<file path="config.mk">
export PLATFORM = sky130hd
export DESIGN_NAME = uart_frame_resync_deframer
export DESIGN_NICKNAME = d
export VERILOG_FILES = /design/src/hdl/ufrd_pkg.sv /design/src/hdl/ufrd_front.sv /design/src/hdl/ufrd_back.sv /design/src/hdl/uart_frame_resync_deframer.sv
export SDC_FILE = /design/constraint.sdc
export NUM_CORES = 1
export LEC_CHECK = 0
export BUFFER_PORTS_ARGS = -buffer_cell sky130_fd_sc_hd__buf_4
export CELL_PAD_IN_SITES_DETAIL_PLACEMENT = 1
export CELL_PAD_IN_SITES_GLOBAL_PLACEMENT = 2
export CORE_ASPECT_RATIO = 1.1
export CORE_UTILIZATION = 43
export DETAILED_ROUTE_END_ITERATION = 8
export PLACE_DENSITY_LB_ADDON = 0.1
export REMOVE_ABC_BUFFERS = 1
export SLEW_MARGIN = 20
export SYNTH_ARGS = -nofsm -noshare
export SYNTH_HDL_FRONTEND = slang
export SYNTH_SLANG_ARGS = --single-unit
export TNS_END_PERCENT = 1
</file>
<file path="constraint.sdc">
create_clock -name clk -period 11.3 [get_ports clk]
set_clock_uncertainty 0.05 [all_clocks]
set_input_delay 2.26 -clock clk [delete_from_list [all_inputs] [get_ports clk]]
set_output_delay 2.26 -clock clk [all_outputs]
set_load 0.1 [all_outputs]
</file>
<file path="src/hdl/ufrd_pkg.sv">
// ============================================================================
// UART frame resync deframer package
// Shared constants, types and helper functions for the deframer modules.
// ============================================================================
`default_nettype none

package ufrd_pkg;

    // Window sizing: the window is a circular buffer whose depth is the next
    // power of two at or above the largest frame.
    localparam int MAX_FRAME = 17;
    localparam int PTR_W     = $clog2(MAX_FRAME);
    localparam int WIN_DEPTH = 2 ** PTR_W;
    localparam int CNT_W     = $clog2(MAX_FRAME + 1);

    // Input queue depth between the front and the back.
    localparam int Q_DEPTH = 2;
    localparam int QPTR_W  = $clog2(Q_DEPTH);
    localparam int QCNT_W  = $clog2(Q_DEPTH + 1);

    // Header, tail and length constants.
    localparam logic [7:0] HDR_PRESS_0   = 8'h63;
    localparam logic [7:0] HDR_PRESS_1   = 8'h70;
    localparam logic [7:0] HDR_STATION_0 = 8'h61;
    localparam logic [7:0] HDR_STATION_1 = 8'h73;
    localparam logic [7:0] HDR_VER_0     = 8'h76;
    localparam logic [7:0] HDR_MEAS_1    = 8'h64;
    localparam logic [7:0] HDR_MOTOR_0   = 8'h6d;
    localparam logic [7:0] HDR_MOTOR_1   = 8'h6f;
    localparam logic [7:0] TAIL_SHORT    = 8'h6e;
    localparam logic [7:0] TAIL_LONG     = 8'h6c;

    localparam logic [CNT_W-1:0] LEN_PRESS   = CNT_W'(14);
    localparam logic [CNT_W-1:0] LEN_STATION = CNT_W'(16);
    localparam logic [CNT_W-1:0] LEN_MEAS    = CNT_W'(17);
    localparam logic [CNT_W-1:0] LEN_VER     = CNT_W'(8);
    localparam logic [CNT_W-1:0] LEN_MOTOR   = CNT_W'(12);
    localparam logic [CNT_W-1:0] LEN_NONE    = CNT_W'(0);

    // Frame kind codes.
    localparam logic [2:0] KIND_PRESS   = 3'd0;
    localparam logic [2:0] KIND_STATION = 3'd1;
    localparam logic [2:0] KIND_VERSION = 3'd2;
    localparam logic [2:0] KIND_MEAS    = 3'd3;
    localparam logic [2:0] KIND_MOTOR   = 3'd4;

    // Configuration register indexes.
    localparam int          CFG_IDX_W     = 1;
    localparam logic [CFG_IDX_W-1:0] CFG_POLY  = 1'b0;
    localparam logic [CFG_IDX_W-1:0] CFG_START = 1'b1;

    localparam logic [15:0] CRC_POLY_RESET  = 16'hA001;
    localparam logic [15:0] CRC_START_RESET = 16'hFFFF;

    typedef logic [PTR_W-1:0] ptr_t;
    typedef logic [CNT_W-1:0] cnt_t;

    // One queued input transfer, already classified.
    typedef struct packed {
        logic       is_flush;
        logic [7:0] data;
    } q_item_t;

    // CRC settings handed to the back end.
    typedef struct packed {
        logic [15:0] poly;
        logic [15:0] start;
    } crc_cfg_t;

    // Frame length from the first two window bytes; zero for an unknown header.
    function automatic cnt_t hdr_len(input logic [7:0] a, input logic [7:0] b);
        cnt_t len;
        if (a == HDR_PRESS_0 && b == HDR_PRESS_1) len = LEN_PRESS;
        else if (a == HDR_STATION_0 && b == HDR_STATION_1) len = LEN_STATION;
        else if (a == HDR_VER_0 && b == HDR_MEAS_1) len = LEN_MEAS;
        else if (a == HDR_VER_0) len = LEN_VER;
        else if (a == HDR_MOTOR_0 && b == HDR_MOTOR_1) len = LEN_MOTOR;
        else len = LEN_NONE;
        return len;
    endfunction

    function automatic logic [2:0] kind_of(input logic [7:0] a, input cnt_t len);
        logic [2:0] k;
        if (a == HDR_PRESS_0) k = KIND_PRESS;
        else if (a == HDR_STATION_0) k = KIND_STATION;
        else if (a == HDR_VER_0 && len == LEN_VER) k = KIND_VERSION;
        else if (a == HDR_VER_0) k = KIND_MEAS;
        else k = KIND_MOTOR;
        return k;
    endfunction

    // One byte of a reflected CRC-16.
    function automatic logic [15:0] crc_byte(input logic [15:0] crc_in,
                                             input logic [7:0]  b,
                                             input logic [15:0] poly);
        logic [15:0] c;
        c = crc_in ^ {8'h00, b};
        for (int k = 0; k < 8; k++)
        begin
            c = c[0] ? ((c >> 1) ^ poly) : (c >> 1);
        end
        return c;
    endfunction

endpackage

`default_nettype wire

</file>
<file path="src/hdl/ufrd_front.sv">
// ============================================================================
// UART frame resync deframer front end
// Accepts input transfers, tags them as byte or flush, and queues them.
// ============================================================================
`default_nettype none

module ufrd_front
    import ufrd_pkg::*;
(
    input  wire logic    clk,
    input  wire logic    rst_n,
    input  wire logic    in_valid,
    output logic         in_ready,
    input  wire logic [7:0] rx_byte,
    input  wire logic    flush,
    output logic         q_valid,
    output q_item_t      q_item,
    input  wire logic    q_pop
);

    q_item_t             q_mem [Q_DEPTH];
    logic [QPTR_W-1:0]   wr_ptr_reg, wr_ptr_next;
    logic [QPTR_W-1:0]   rd_ptr_reg, rd_ptr_next;
    logic [QCNT_W-1:0]   fill_reg, fill_next;
    logic                push;
    logic                pop;
    q_item_t             new_item;

    assign in_ready = (fill_reg != QCNT_W'(Q_DEPTH));
    assign q_valid  = (fill_reg != '0);
    assign q_item   = q_mem[rd_ptr_reg];
    assign push     = in_valid && in_ready;
    assign pop      = q_pop && q_valid;

    // A flush carries no byte; its data is forced to zero.
    always_comb
    begin
        new_item.is_flush = flush;
        new_item.data     = flush ? 8'h00 : rx_byte;
    end

    always_comb
    begin
        wr_ptr_next = push ? QPTR_W'(wr_ptr_reg + 1'b1) : wr_ptr_reg;
        rd_ptr_next = pop  ? QPTR_W'(rd_ptr_reg + 1'b1) : rd_ptr_reg;
        fill_next   = fill_reg;
        if (push && !pop)
        begin
            fill_next = QCNT_W'(fill_reg + 1'b1);
        end
        else if (pop && !push)
        begin
            fill_next = QCNT_W'(fill_reg - 1'b1);
        end
    end

    always_ff @(posedge clk or negedge rst_n)
    begin
        if (!rst_n)
        begin
            wr_ptr_reg <= '0;
            rd_ptr_reg <= '0;
            fill_reg   <= '0;
        end
        else
        begin
            wr_ptr_reg <= wr_ptr_next;
            rd_ptr_reg <= rd_ptr_next;
            fill_reg   <= fill_next;
        end
    end

    always_ff @(posedge clk)
    begin
        if (push)
        begin
            q_mem[wr_ptr_reg] <= new_item;
        end
    end

endmodule

`default_nettype wire

</file>
<file path="src/hdl/ufrd_back.sv">
// ============================================================================
// UART frame resync deframer back end
// Holds the byte window, scans for frames, checks CRC and emits results.
// ============================================================================
`default_nettype none

module ufrd_back
    import ufrd_pkg::*;
(
    input  wire logic     clk,
    input  wire logic     rst_n,
    input  wire crc_cfg_t crc_cfg,
    input  wire logic     q_valid,
    input  wire q_item_t  q_item,
    output logic          q_pop,
    output logic          out_valid,
    input  wire logic     out_ready,
    output logic [7:0]    data_byte,
    output logic [2:0]    frame_kind,
    output logic          crc_bad,
    output logic          last
);

    typedef enum logic [3:0] {
        S_IDLE,
        S_SCAN,
        S_HDR1,
        S_HDR2,
        S_TAIL,
        S_CRC,
        S_CLO,
        S_CHI,
        S_ERR,
        S_EMIT
    } state_t;

    state_t      state_reg, state_next;
    ptr_t        head_reg, head_next;
    cnt_t        count_reg, count_next;
    logic [7:0]  b0_reg, b0_next;
    cnt_t        len_reg, len_next;
    logic [2:0]  kind_reg, kind_next;
    cnt_t        idx_reg, idx_next;
    logic [15:0] crc_reg, crc_next;
    logic        lo_ok_reg, lo_ok_next;
    logic        out_valid_reg, out_valid_next;
    logic [7:0]  out_data_reg, out_data_next;
    logic [2:0]  out_kind_reg, out_kind_next;
    logic        out_bad_reg, out_bad_next;
    logic        out_last_reg, out_last_next;

    logic [7:0]  win_mem [WIN_DEPTH];
    logic [7:0]  rd_data_reg;
    ptr_t        rd_addr;
    ptr_t        wr_addr;
    logic        wr_en;
    logic        out_free;
    cnt_t        base_cnt;
    cnt_t        hlen;
    cnt_t        pay;
    logic [7:0]  tail_exp;
    logic        is_last;

    assign out_valid  = out_valid_reg;
    assign data_byte  = out_data_reg;
    assign frame_kind = out_kind_reg;
    assign crc_bad    = out_bad_reg;
    assign last       = out_last_reg;

    assign out_free = !out_valid_reg || out_ready;
    assign pay      = cnt_t'(len_reg - cnt_t'(3));
    assign base_cnt = (count_reg >= cnt_t'(MAX_FRAME)) ? '0 : count_reg;
    assign hlen     = hdr_len(b0_reg, rd_data_reg);
    assign tail_exp = (kind_reg == KIND_VERSION) ? TAIL_SHORT : TAIL_LONG;
    assign is_last  = (idx_reg == cnt_t'(len_reg - cnt_t'(1)));

    always_comb
    begin
        state_next     = state_reg;
        head_next      = head_reg;
        count_next     = count_reg;
        b0_next        = b0_reg;
        len_next       = len_reg;
        kind_next      = kind_reg;
        idx_next       = idx_reg;
        crc_next       = crc_reg;
        lo_ok_next     = lo_ok_reg;
        out_valid_next = out_valid_reg && !out_ready;
        out_data_next  = out_data_reg;
        out_kind_next  = out_kind_reg;
        out_bad_next   = out_bad_reg;
        out_last_next  = out_last_reg;
        q_pop          = 1'b0;
        wr_en          = 1'b0;
        wr_addr        = ptr_t'(head_reg + ptr_t'(base_cnt));
        rd_addr        = head_reg;

        unique case (state_reg)
            S_IDLE:
            begin
                if (q_valid)
                begin
                    q_pop = 1'b1;
                    if (q_item.is_flush)
                    begin
                        count_next = '0;
                    end
                    else
                    begin
                        wr_en      = 1'b1;
                        count_next = cnt_t'(base_cnt + cnt_t'(1));
                        state_next = S_SCAN;
                    end
                end
            end
            S_SCAN:
            begin
                if (count_reg < cnt_t'(2))
                begin
                    state_next = S_IDLE;
                end
                else
                begin
                    state_next = S_HDR1;
                end
            end
            S_HDR1:
            begin
                b0_next    = rd_data_reg;
                rd_addr    = ptr_t'(head_reg + ptr_t'(1));
                state_next = S_HDR2;
            end
            S_HDR2:
            begin
                if (hlen == LEN_NONE || hlen > cnt_t'(MAX_FRAME))
                begin
                    head_next  = ptr_t'(head_reg + ptr_t'(1));
                    count_next = cnt_t'(count_reg - cnt_t'(1));
                    state_next = S_SCAN;
                end
                else if (count_reg < hlen)
                begin
                    state_next = S_IDLE;
                end
                else
                begin
                    len_next   = hlen;
                    kind_next  = kind_of(b0_reg, hlen);
                    rd_addr    = ptr_t'(head_reg + ptr_t'(hlen - cnt_t'(1)));
                    state_next = S_TAIL;
                end
            end
            S_TAIL:
            begin
                if (rd_data_reg != tail_exp)
                begin
                    head_next  = ptr_t'(head_reg + ptr_t'(1));
                    count_next = cnt_t'(count_reg - cnt_t'(1));
                    state_next = S_SCAN;
                end
                else
                begin
                    crc_next   = crc_cfg.start;
                    idx_next   = '0;
                    state_next = S_CRC;
                end
            end
            S_CRC:
            begin
                // Data for idx is present; the next address is already issued.
                crc_next = crc_byte(crc_reg, rd_data_reg, crc_cfg.poly);
                idx_next = cnt_t'(idx_reg + cnt_t'(1));
                rd_addr  = ptr_t'(head_reg + ptr_t'(idx_reg + cnt_t'(1)));
                if (cnt_t'(idx_reg + cnt_t'(1)) == pay)
                begin
                    state_next = S_CLO;
                end
            end
            S_CLO:
            begin
                lo_ok_next = (rd_data_reg == crc_reg[7:0]);
                rd_addr    = ptr_t'(head_reg + ptr_t'(pay) + ptr_t'(1));
                state_next = S_CHI;
            end
            S_CHI:
            begin
                if (lo_ok_reg && rd_data_reg == crc_reg[15:8])
                begin
                    idx_next   = '0;
                    state_next = S_EMIT;
                end
                else
                begin
                    state_next = S_ERR;
                end
            end
            S_ERR:
            begin
                if (out_free)
                begin
                    out_valid_next = 1'b1;
                    out_data_next  = 8'h00;
                    out_kind_next  = kind_reg;
                    out_bad_next   = 1'b1;
                    out_last_next  = 1'b1;
                    head_next      = ptr_t'(head_reg + ptr_t'(len_reg));
                    count_next     = cnt_t'(count_reg - len_reg);
                    state_next     = S_SCAN;
                end
            end
            S_EMIT:
            begin
                rd_addr = ptr_t'(head_reg + ptr_t'(idx_reg));
                if (out_free)
                begin
                    out_valid_next = 1'b1;
                    out_data_next  = rd_data_reg;
                    out_kind_next  = kind_reg;
                    out_bad_next   = 1'b0;
                    out_last_next  = is_last;
                    rd_addr        = ptr_t'(head_reg + ptr_t'(idx_reg + cnt_t'(1)));
                    if (is_last)
                    begin
                        head_next  = ptr_t'(head_reg + ptr_t'(len_reg));
                        count_next = cnt_t'(count_reg - len_reg);
                        state_next = S_SCAN;
                    end
                    else
                    begin
                        idx_next = cnt_t'(idx_reg + cnt_t'(1));
                    end
                end
            end
            default:
            begin
                state_next = S_IDLE;
            end
        endcase
    end

    always_ff @(posedge clk or negedge rst_n)
    begin
        if (!rst_n)
        begin
            state_reg     <= S_IDLE;
            head_reg      <= '0;
            count_reg     <= '0;
            out_valid_reg <= 1'b0;
            b0_reg        <= '0;
            len_reg       <= '0;
            kind_reg      <= '0;
            idx_reg       <= '0;
            crc_reg       <= '0;
            lo_ok_reg     <= 1'b0;
            out_data_reg  <= '0;
            out_kind_reg  <= '0;
            out_bad_reg   <= 1'b0;
            out_last_reg  <= 1'b0;
        end
        else
        begin
            state_reg     <= state_next;
            head_reg      <= head_next;
            count_reg     <= count_next;
            out_valid_reg <= out_valid_next;
            b0_reg        <= b0_next;
            len_reg       <= len_next;
            kind_reg      <= kind_next;
            idx_reg       <= idx_next;
            crc_reg       <= crc_next;
            lo_ok_reg     <= lo_ok_next;
            out_data_reg  <= out_data_next;
            out_kind_reg  <= out_kind_next;
            out_bad_reg   <= out_bad_next;
            out_last_reg  <= out_last_next;
        end
    end

    // Window memory: one write port, one read port with registered data.
    always_ff @(posedge clk)
    begin
        if (wr_en)
        begin
            win_mem[wr_addr] <= q_item.data;
        end
        rd_data_reg <= win_mem[rd_addr];
    end

endmodule

`default_nettype wire

</file>
<file path="src/hdl/uart_frame_resync_deframer.sv">
// ============================================================================
// UART frame resync deframer
// Finds length-coded frames in a received byte stream, checks their CRC-16
// and delivers validated frames byte by byte, or one error result per bad frame.
// ============================================================================
//
// Received bytes go into a queue of two entries and from there into a window
// of up to 17 bytes, held as a circular buffer in a small memory with one
// read and one write port. A byte is stored from the queue in the idle
// state, and each header look passes through the scan and header states.
// A byte dropped while resynchronizing, for an unknown header or a failed
// tail check, starts another header look from the next window byte.
// When a frame of length L is complete, its tail is checked, the CRC runs
// one byte per cycle over L-3 bytes, the stored CRC is compared low byte
// first, then high byte, and the good frame then leaves at one byte per
// cycle while the output is not stalled (a bad frame gives a single result).
// The memory read port is shared by scanning, CRC and output. A flush is
// taken from the queue and empties the window. The output is a register, so
// the queue keeps taking transfers while a result waits, until its two
// entries are full. The configuration port is always ready; index 0 writes
// the CRC polynomial (reflected form, reset 0xA001) and index 1 the CRC
// start value (reset 0xFFFF). Write them only while the block is idle.
//
`default_nettype none

module uart_frame_resync_deframer
    import ufrd_pkg::*;
(
    input  wire logic                 clk,
    input  wire logic                 rst_n,
    input  wire logic                 in_valid,
    output logic                      in_ready,
    input  wire logic [7:0]           rx_byte,
    input  wire logic                 flush,
    output logic                      out_valid,
    input  wire logic                 out_ready,
    output logic [7:0]                data_byte,
    output logic [2:0]                frame_kind,
    output logic                      crc_bad,
    output logic                      last,
    input  wire logic                 cfg_valid,
    output logic                      cfg_ready,
    input  wire logic [CFG_IDX_W-1:0] cfg_index,
    input  wire logic [15:0]          cfg_data
);

    crc_cfg_t cfg_reg, cfg_next;
    logic     q_valid;
    q_item_t  q_item;
    logic     q_pop;

    // Configuration writes complete in the cycle they are offered.
    assign cfg_ready = 1'b1;

    always_comb
    begin
        cfg_next = cfg_reg;
        if (cfg_valid)
        begin
            unique case (cfg_index)
                CFG_POLY:  cfg_next.poly  = cfg_data;
                CFG_START: cfg_next.start = cfg_data;
                default:   cfg_next       = cfg_reg;
            endcase
        end
    end

    always_ff @(posedge clk or negedge rst_n)
    begin
        if (!rst_n)
        begin
            cfg_reg.poly  <= CRC_POLY_RESET;
            cfg_reg.start <= CRC_START_RESET;
        end
        else
        begin
            cfg_reg <= cfg_next;
        end
    end

    // The front end takes input transfers and queues them.
    ufrd_front u_front (
        .clk      (clk),
        .rst_n    (rst_n),
        .in_valid (in_valid),
        .in_ready (in_ready),
        .rx_byte  (rx_byte),
        .flush    (flush),
        .q_valid  (q_valid),
        .q_item   (q_item),
        .q_pop    (q_pop)
    );

    // The back end owns the window, the scan, the CRC and the result register.
    ufrd_back u_back (
        .clk        (clk),
        .rst_n      (rst_n),
        .crc_cfg    (cfg_reg),
        .q_valid    (q_valid),
        .q_item     (q_item),
        .q_pop      (q_pop),
        .out_valid  (out_valid),
        .out_ready  (out_ready),
        .data_byte  (data_byte),
        .frame_kind (frame_kind),
        .crc_bad    (crc_bad),
        .last       (last)
    );

endmodule

`default_nettype wire

</file>
* After elaboration in Yosys (flattened, before gate mapping)
Memory sizes are Yosys's and may differ from the RTL's. A register that Yosys moved wholly into a read port is not among the register bits.
Index checks and enable logic that the tools add are counted.
** Storage, ports and cells
- Output and inout port bits :: 16
- Memory bits (writable) :: 274
- Register bits :: 102
- Memories kept :: 2
- Bits in latches :: 0
- Logic and storage cells :: 207
- ROM bits :: 0
** Cells by class
- Shift-type cells :: 0
- Reductions and logical operators :: 37
- Eq/ne operators :: 36
- Multiply operators :: 0
- $lt $le $gt $ge :: 4
- Bitwise gates (word level) :: 12
- Muxes and demuxes :: 78
- Divide/modulo/power cells :: 0
- $add $sub $neg :: 19
** Memories
- u_back.win_mem :: depth 32, width 8, rd ports 1, clocked after memory_dff 1, write ports 1, RTL line ufrd_back.sv:52 : logic [7:0] win_mem [WIN_DEPTH];
- u_front.q_mem :: depth 2, width 9, rd ports 1, clocked after memory_dff 0, write ports 1, RTL line ufrd_front.sv:21 : q_item_t q_mem [Q_DEPTH];
** Operators by type and width (number)
- $mux 16 :: 9
- $xor 15x16->16 :: 8
- $mux 5 :: 23
- $eq 8x7->1 const B :: 8
- $pmux 5 s5 :: 2
- $pmux 4 s10 :: 1
- $pmux 5 s4 :: 2
- $mux 4 :: 9
- $pmux 16 s2 :: 1
- $add 5x5->5 :: 6
- $mux 8 :: 3
- $add 5x1->5 const B :: 4
- $mux 3 :: 6
- $eq 4x3->1 const B :: 4
- $eq 8x8->1 :: 2
- $pmux 8 s2 :: 1
- $xor 16x8->16 :: 1
- $mux 1 :: 15
- $sub 5x1->5 const B :: 3
- $ne 2x1->1 const B :: 7
- $reduce_and 6->1 :: 2
- $logic_and 1x1->1 :: 11
- $eq 5x5->1 :: 2
- $ne 2x2->1 const B :: 5
- 30 further kinds :: 51

* Longest topological paths before layout
- Word-level depth :: 18
- Depth in mapped cells :: 21

* By module
A second synthesis with hierarchy kept.
** Second synthesis, totals
- Cells, all modules :: 1742
- Area total of the unflattened synthesis :: 20278.2 µm²
** By module, submodules not included
- ufrd_back :: area an instance 18079.8 µm², sequential area each 9499.1 µm², times used 1, cells each 1617
- uart_frame_resync_deframer :: area an instance 1287.5 µm², sequential area each 824.5 µm², times used 1, cells each 71
- ufrd_front :: area an instance 910.9 µm², sequential area each 640.6 µm², times used 1, cells each 54

* Worst setup path after synthesis
No wires, ideal clock.
- Path kind :: input -> register
- Start point :: input out_ready
- End point :: register u_back.rd_data_reg[5], read port of u_back.win_mem
- Slack :: 6785 ps
- Stages on the path :: 11
- Arrival time :: 4380 ps
- Buffers on the path :: 2
- Setup time :: 86 ps
- Cells stage by stage :: nand2b_1 > a21oi_1 > a21oi_1 > or3_1 > o22ai_2 > clkbuf_1 > clkbuf_1 > nand2_1 > a311oi_1 > nor3_1 > a211oi_1
** On the way
- Cells in the longest elaborated chain, start to end :: 3
** RTL lines
- start: declaration :: RTL line uart_frame_resync_deframer.sv:36 : input wire logic out_ready,
- $logic_or 1x1->1 :: RTL line ufrd_back.sv:70 : assign out_free = !out_valid_reg || out_ready;
- $mux 5 :: RTL line ufrd_back.sv:214 : if (out_free)
- $pmux 5 s5 :: RTL line ufrd_back.sv:98 : unique case (state_reg)
- end: declaration :: RTL line ufrd_back.sv:53 : logic [7:0] rd_data_reg;
No other way between the ends.
A chain may end at the register's enable or synchronous reset.

* Worst setup path in the final report
- Start point :: register u_back.rd_data_reg[1], read port of u_back.win_mem
- End point :: register u_back.rd_data_reg[2], read port of u_back.win_mem
** On the way
- Cells in the longest elaborated chain, start to end :: 12
- Elaborated cells between the ends (all ways) :: 22
- Those cells by class :: 2 x add/sub; 2 x order compare; 4 x eq/ne; 8 x mux; 6 x reduce/logical
** RTL lines
- $eq 8x7->1 :: RTL line ufrd_pkg.sv:77 : else if (a == HDR_MOTOR_0 && b == HDR_MOTOR_1) len = LEN_MOTOR;
- $logic_and 1x1->1 :: RTL line ufrd_pkg.sv:77
- $mux 4 :: RTL line ufrd_pkg.sv:77
- $mux 4 :: RTL line ufrd_pkg.sv:76 : else if (a == HDR_VER_0) len = LEN_VER;
- $mux 5 :: RTL line ufrd_pkg.sv:75 : else if (a == HDR_VER_0 && b == HDR_MEAS_1) len = LEN_MEAS;
- $mux 5 :: RTL line ufrd_pkg.sv:74 : else if (a == HDR_STATION_0 && b == HDR_STATION_1) len = LEN_STATION;
- $mux 5 (*) :: RTL line ufrd_pkg.sv:73 : if (a == HDR_PRESS_0 && b == HDR_PRESS_1) len = LEN_PRESS;
- $sub 5x1->5 :: RTL line ufrd_back.sv:149 : rd_addr = ptr_t'(head_reg + ptr_t'(hlen - cnt_t'(1)));
- $add 5x5->5 :: RTL line ufrd_back.sv:149
- $mux 5 :: RTL line ufrd_back.sv:141 : else if (count_reg < hlen)
- $mux 5 (*) :: RTL line ufrd_back.sv:135 : if (hlen == LEN_NONE || hlen > cnt_t'(MAX_FRAME))
- $pmux 5 s5 (*) :: RTL line ufrd_back.sv:98
Mark *: on every way between the ends. The rest lies on a longest branch, timed or not.

==> summary.txt <==
Dpl ws = 5.090 ns
CP top delay family = simple AND/OR/NAND/NOR gates
Endpoint class of the critical path = flip-flop
Ys flop type = edfxtp_1
Maximum vdd drop = 0.2770 mV
Max-slew headroom = 29.36%
LEAKAGE = 8.399 nW
Clock slew at reported path FFs = 0.07 ns
Ys Warns = 0
Worst EP required = 11.75 ns
Async S/R FF share, synth = 26.56%
Post-CTS Hold Fix Bufs = 0
Fillers = 4,904
Count of port buffers added during placement = 45
Io pins = 47
Number of DRC markers in iteration 0 = 859
Die Span Y = 229.2 um
Die footprint = 47,790 um2
Std cell rows = 82
Critical Path Max Stage Delay = 0.83 ns
Post-detail-place hpwl = 38.27 mm
Pin count of the biggest net entering global routing = 92
Min Tclk post-route = 5.996 ns
CTS Buf Count = 44
Number of synthesized flops with an enable pin = 274
Clock Tree Buf Depth = 3
Slew Viols, Final = 0
Number of global-route vias before repair = 14,840
Worst min path class = reg2reg
CP Data Arrival Time = 6.45 ns
Area growth syn-to-layout = 11.32%
Routed Antenna Nets = 0
Slowest-stage cell, CP = buf_4
Routed wire per std cell = 23.31 um
Setup CP Type = reg2reg
Max frequency = 166.8 MHz
Congestion Overflow GR = 0
Fin area = 22,460 um2
Largest fanout on the critical path = 91
Die Width = 208.5 um
Clk sinks = 384
Slew @ Worst Pin = 1.060 ns
# resized after CTS = 0
Final Setup Violations = 0
Cell variety after synth = 84
Post-Route Setup TNS = 0 ns
Root Buffer = clkbuf_16
Clock Latency Late Sink = 0.59 ns
PwrDens = 350.8 nW/um2
Vias = 14,020
Total GRT Usage = 24.72%
Synthesized instance count = 1,849
RSZ-0062 raised after global routing = false
TritonCTS clock tree = yes
Critical-path cell list = nand3b_1 -> nor4_1 -> o21a_1 -> inv_1 -> ha_1 -> or3_1 -> o31ai_1 -> o2bb2ai_1 -> a21oi_1 -> o22ai_4 -> buf_4 -> buf_4 -> nand2_1 -> nand3_1 -> a21oi_1 -> or4_1 -> a211oi_1
Worst path bufs/invs = 3
Number of flip-flops in the largest register = 256
Tcrit/Tclk final = 53.06%
CORE AREA = 45,960 um2
Post-CTS Setup Bufs = 0
Final Util = 48.86%
Inserted Diodes = 0
Status = completed
Number of max-cap violations = 0
Global-route wire length before repair = 90.19 mm
Share of cells above drive strength 1 = 12.61%
Final WS setup = 5.304 ns
DP Area = 20,980 um2
Initial DRT Pass Iterations = 7
H-tree Lvls = 2
Detailed Route WL = 57.73 mm
Leading cell types in the layout, fill and taps excluded = nand2_1 (383), edfxtp_1 (274), nand3_1 (123)
Routability congestion estimate = 0.8071
Initial antenna violation count = 0
Residual DRC = 0
Sequential share of the synthesized area = 54.34%
Initial Utilization = 43.89%
Cell area after synthesis = 20,180 um2
CP Launch Type = flip-flop
Final #Nets = 1,931
Most common cell after layout, fill and taps aside = nand2_1
DR vias/cell = 5.662
Seq cells post-synth = 384
Post-Syn Area per Cell = 10.91 um2
Final hold viol count = 0
==> area by class of cell <==
| class | count | area (um2) | share of cell area (%) |
|---|---|---|---|
| repair buffers | 63 | 473.0 | 2.106 |
| clock buffers | 57 | 1201 | 5.348 |
| clock inverters | 25 | 281.5 | 1.253 |
| inverters | 52 | 195.2 | 0.8690 |
| flip-flops and latches | 384 | 10960 | 48.82 |
| well taps | 588 | 735.7 | 3.276 |
| multi-input cells | 1307 | 8610 | 38.33 |
==> cell families after synthesis <==
logic type | share of synthesized area, %
and+or+nand+nor | 16.20
DFF | 54.34
AOI/OAI and AO/OA | 10.34
xor gates and xnor gates | 9.457
buffers and inverters | 3.318
muxes | 3.076
adders and majority gates | 3.237
other | 0.01859
==> routing by layer <==
| layer | share of wire, % | routed length, um | global-route usage [%] | vias up |
|---|---|---|---|---|
| met3 | 2.9 | 1665 | 3.181 | 77 |
| met5 | 0 | 0 | 0 | - |
| met4 | 2.3 | 1342 | 6.227 | 0 |
| met1 | 45 | 26070 | 32.39 | 7159 |
| li1 | - | - | - | 6581 |
| met2 | 50 | 28650 | 43.19 | 201 |
==> final timing paths <==
check / start / endpoint / slack, ns / cells after the start
worst max-delay path: u_back.rd_data_reg[1]$_DFF_P_ / u_back.rd_data_reg[2]$_DFF_P_ / 5.30 / 17
min in group asynchronous: rst_n / u_front.wr_ptr_reg$_DFFE_PN0P_ / 1.63 / 1
worst min-delay path: u_back.data_byte[5]$_DFFE_PN0P_ / u_back.data_byte[5]$_DFFE_PN0P_ / 0.45 / 1
worst max register to register: u_back.rd_data_reg[1]$_DFF_P_ / u_back.rd_data_reg[2]$_DFF_P_ / 5.30 / 17
max in group asynchronous: rst_n / u_back.data_byte[3]$_DFFE_PN0P_ / 8.31 / 2
worst min register to register: u_back.data_byte[5]$_DFFE_PN0P_ / u_back.data_byte[5]$_DFFE_PN0P_ / 0.45 / 1
==> where the power goes <==
group | internal [mW] | switching, mW | leakage [nW] | total, mW
logic | 1.84 | 2.73 | 3.86 | 4.56
clock network | 0.871 | 0.605 | 0.728 | 1.48
registers | 1.66 | 0.179 | 3.81 | 1.84
==> metrics by stage <==
| step | hold WS (ns) | std cells | power (mW) |
|---|---|---|---|
| 2_1_floorplan | 0.3995 | 1743 | 5.065 |
| 3_3_place_gp | 0.4179 | 2394 | 6.415 |
| 3_5_place_dp | 0.4350 | 2394 | 6.469 |
| 4_1_cts | 0.4560 | 2476 | 7.977 |
| 5_1_grt | 0.4756 | 2476 | 8.357 |
| 6_report | 0.4508 | 2476 | 7.878 |
==> cell usage after synthesis, drive strengths merged, types with 12 or more instances <==
| cell | n | share of area (%) |
|---|---|---|
| mux2 | 48 | 2.7 |
| nand2 | 383 | 7.1 |
| a221oi | 20 | 1.1 |
| a21oi | 73 | 1.8 |
| a311oi | 24 | 1.1 |
| clkbuf | 59 | 1.1 |
| inv | 52 | 0.97 |
| dfrtp | 83 | 10 |
| o21ai | 71 | 1.8 |
| and2 | 21 | 0.65 |
| edfxtp | 274 | 41 |
| dfstp | 19 | 2.5 |
| o21a | 16 | 0.60 |
| a21o | 15 | 0.56 |
| xnor3 | 17 | 1.9 |
| and3 | 12 | 0.40 |
| xor2 | 43 | 2.2 |
| ha | 41 | 2.5 |
| buf | 47 | 1.2 |
| xnor2 | 117 | 5.4 |
| a31oi | 13 | 0.48 |
| nor2b | 30 | 0.93 |
| nand3 | 124 | 3.1 |
| a211oi | 27 | 1.0 |
| nor3 | 19 | 0.47 |
| nor2 | 73 | 1.4 |
No activity file was read; power rests on OpenSTA's default activity.
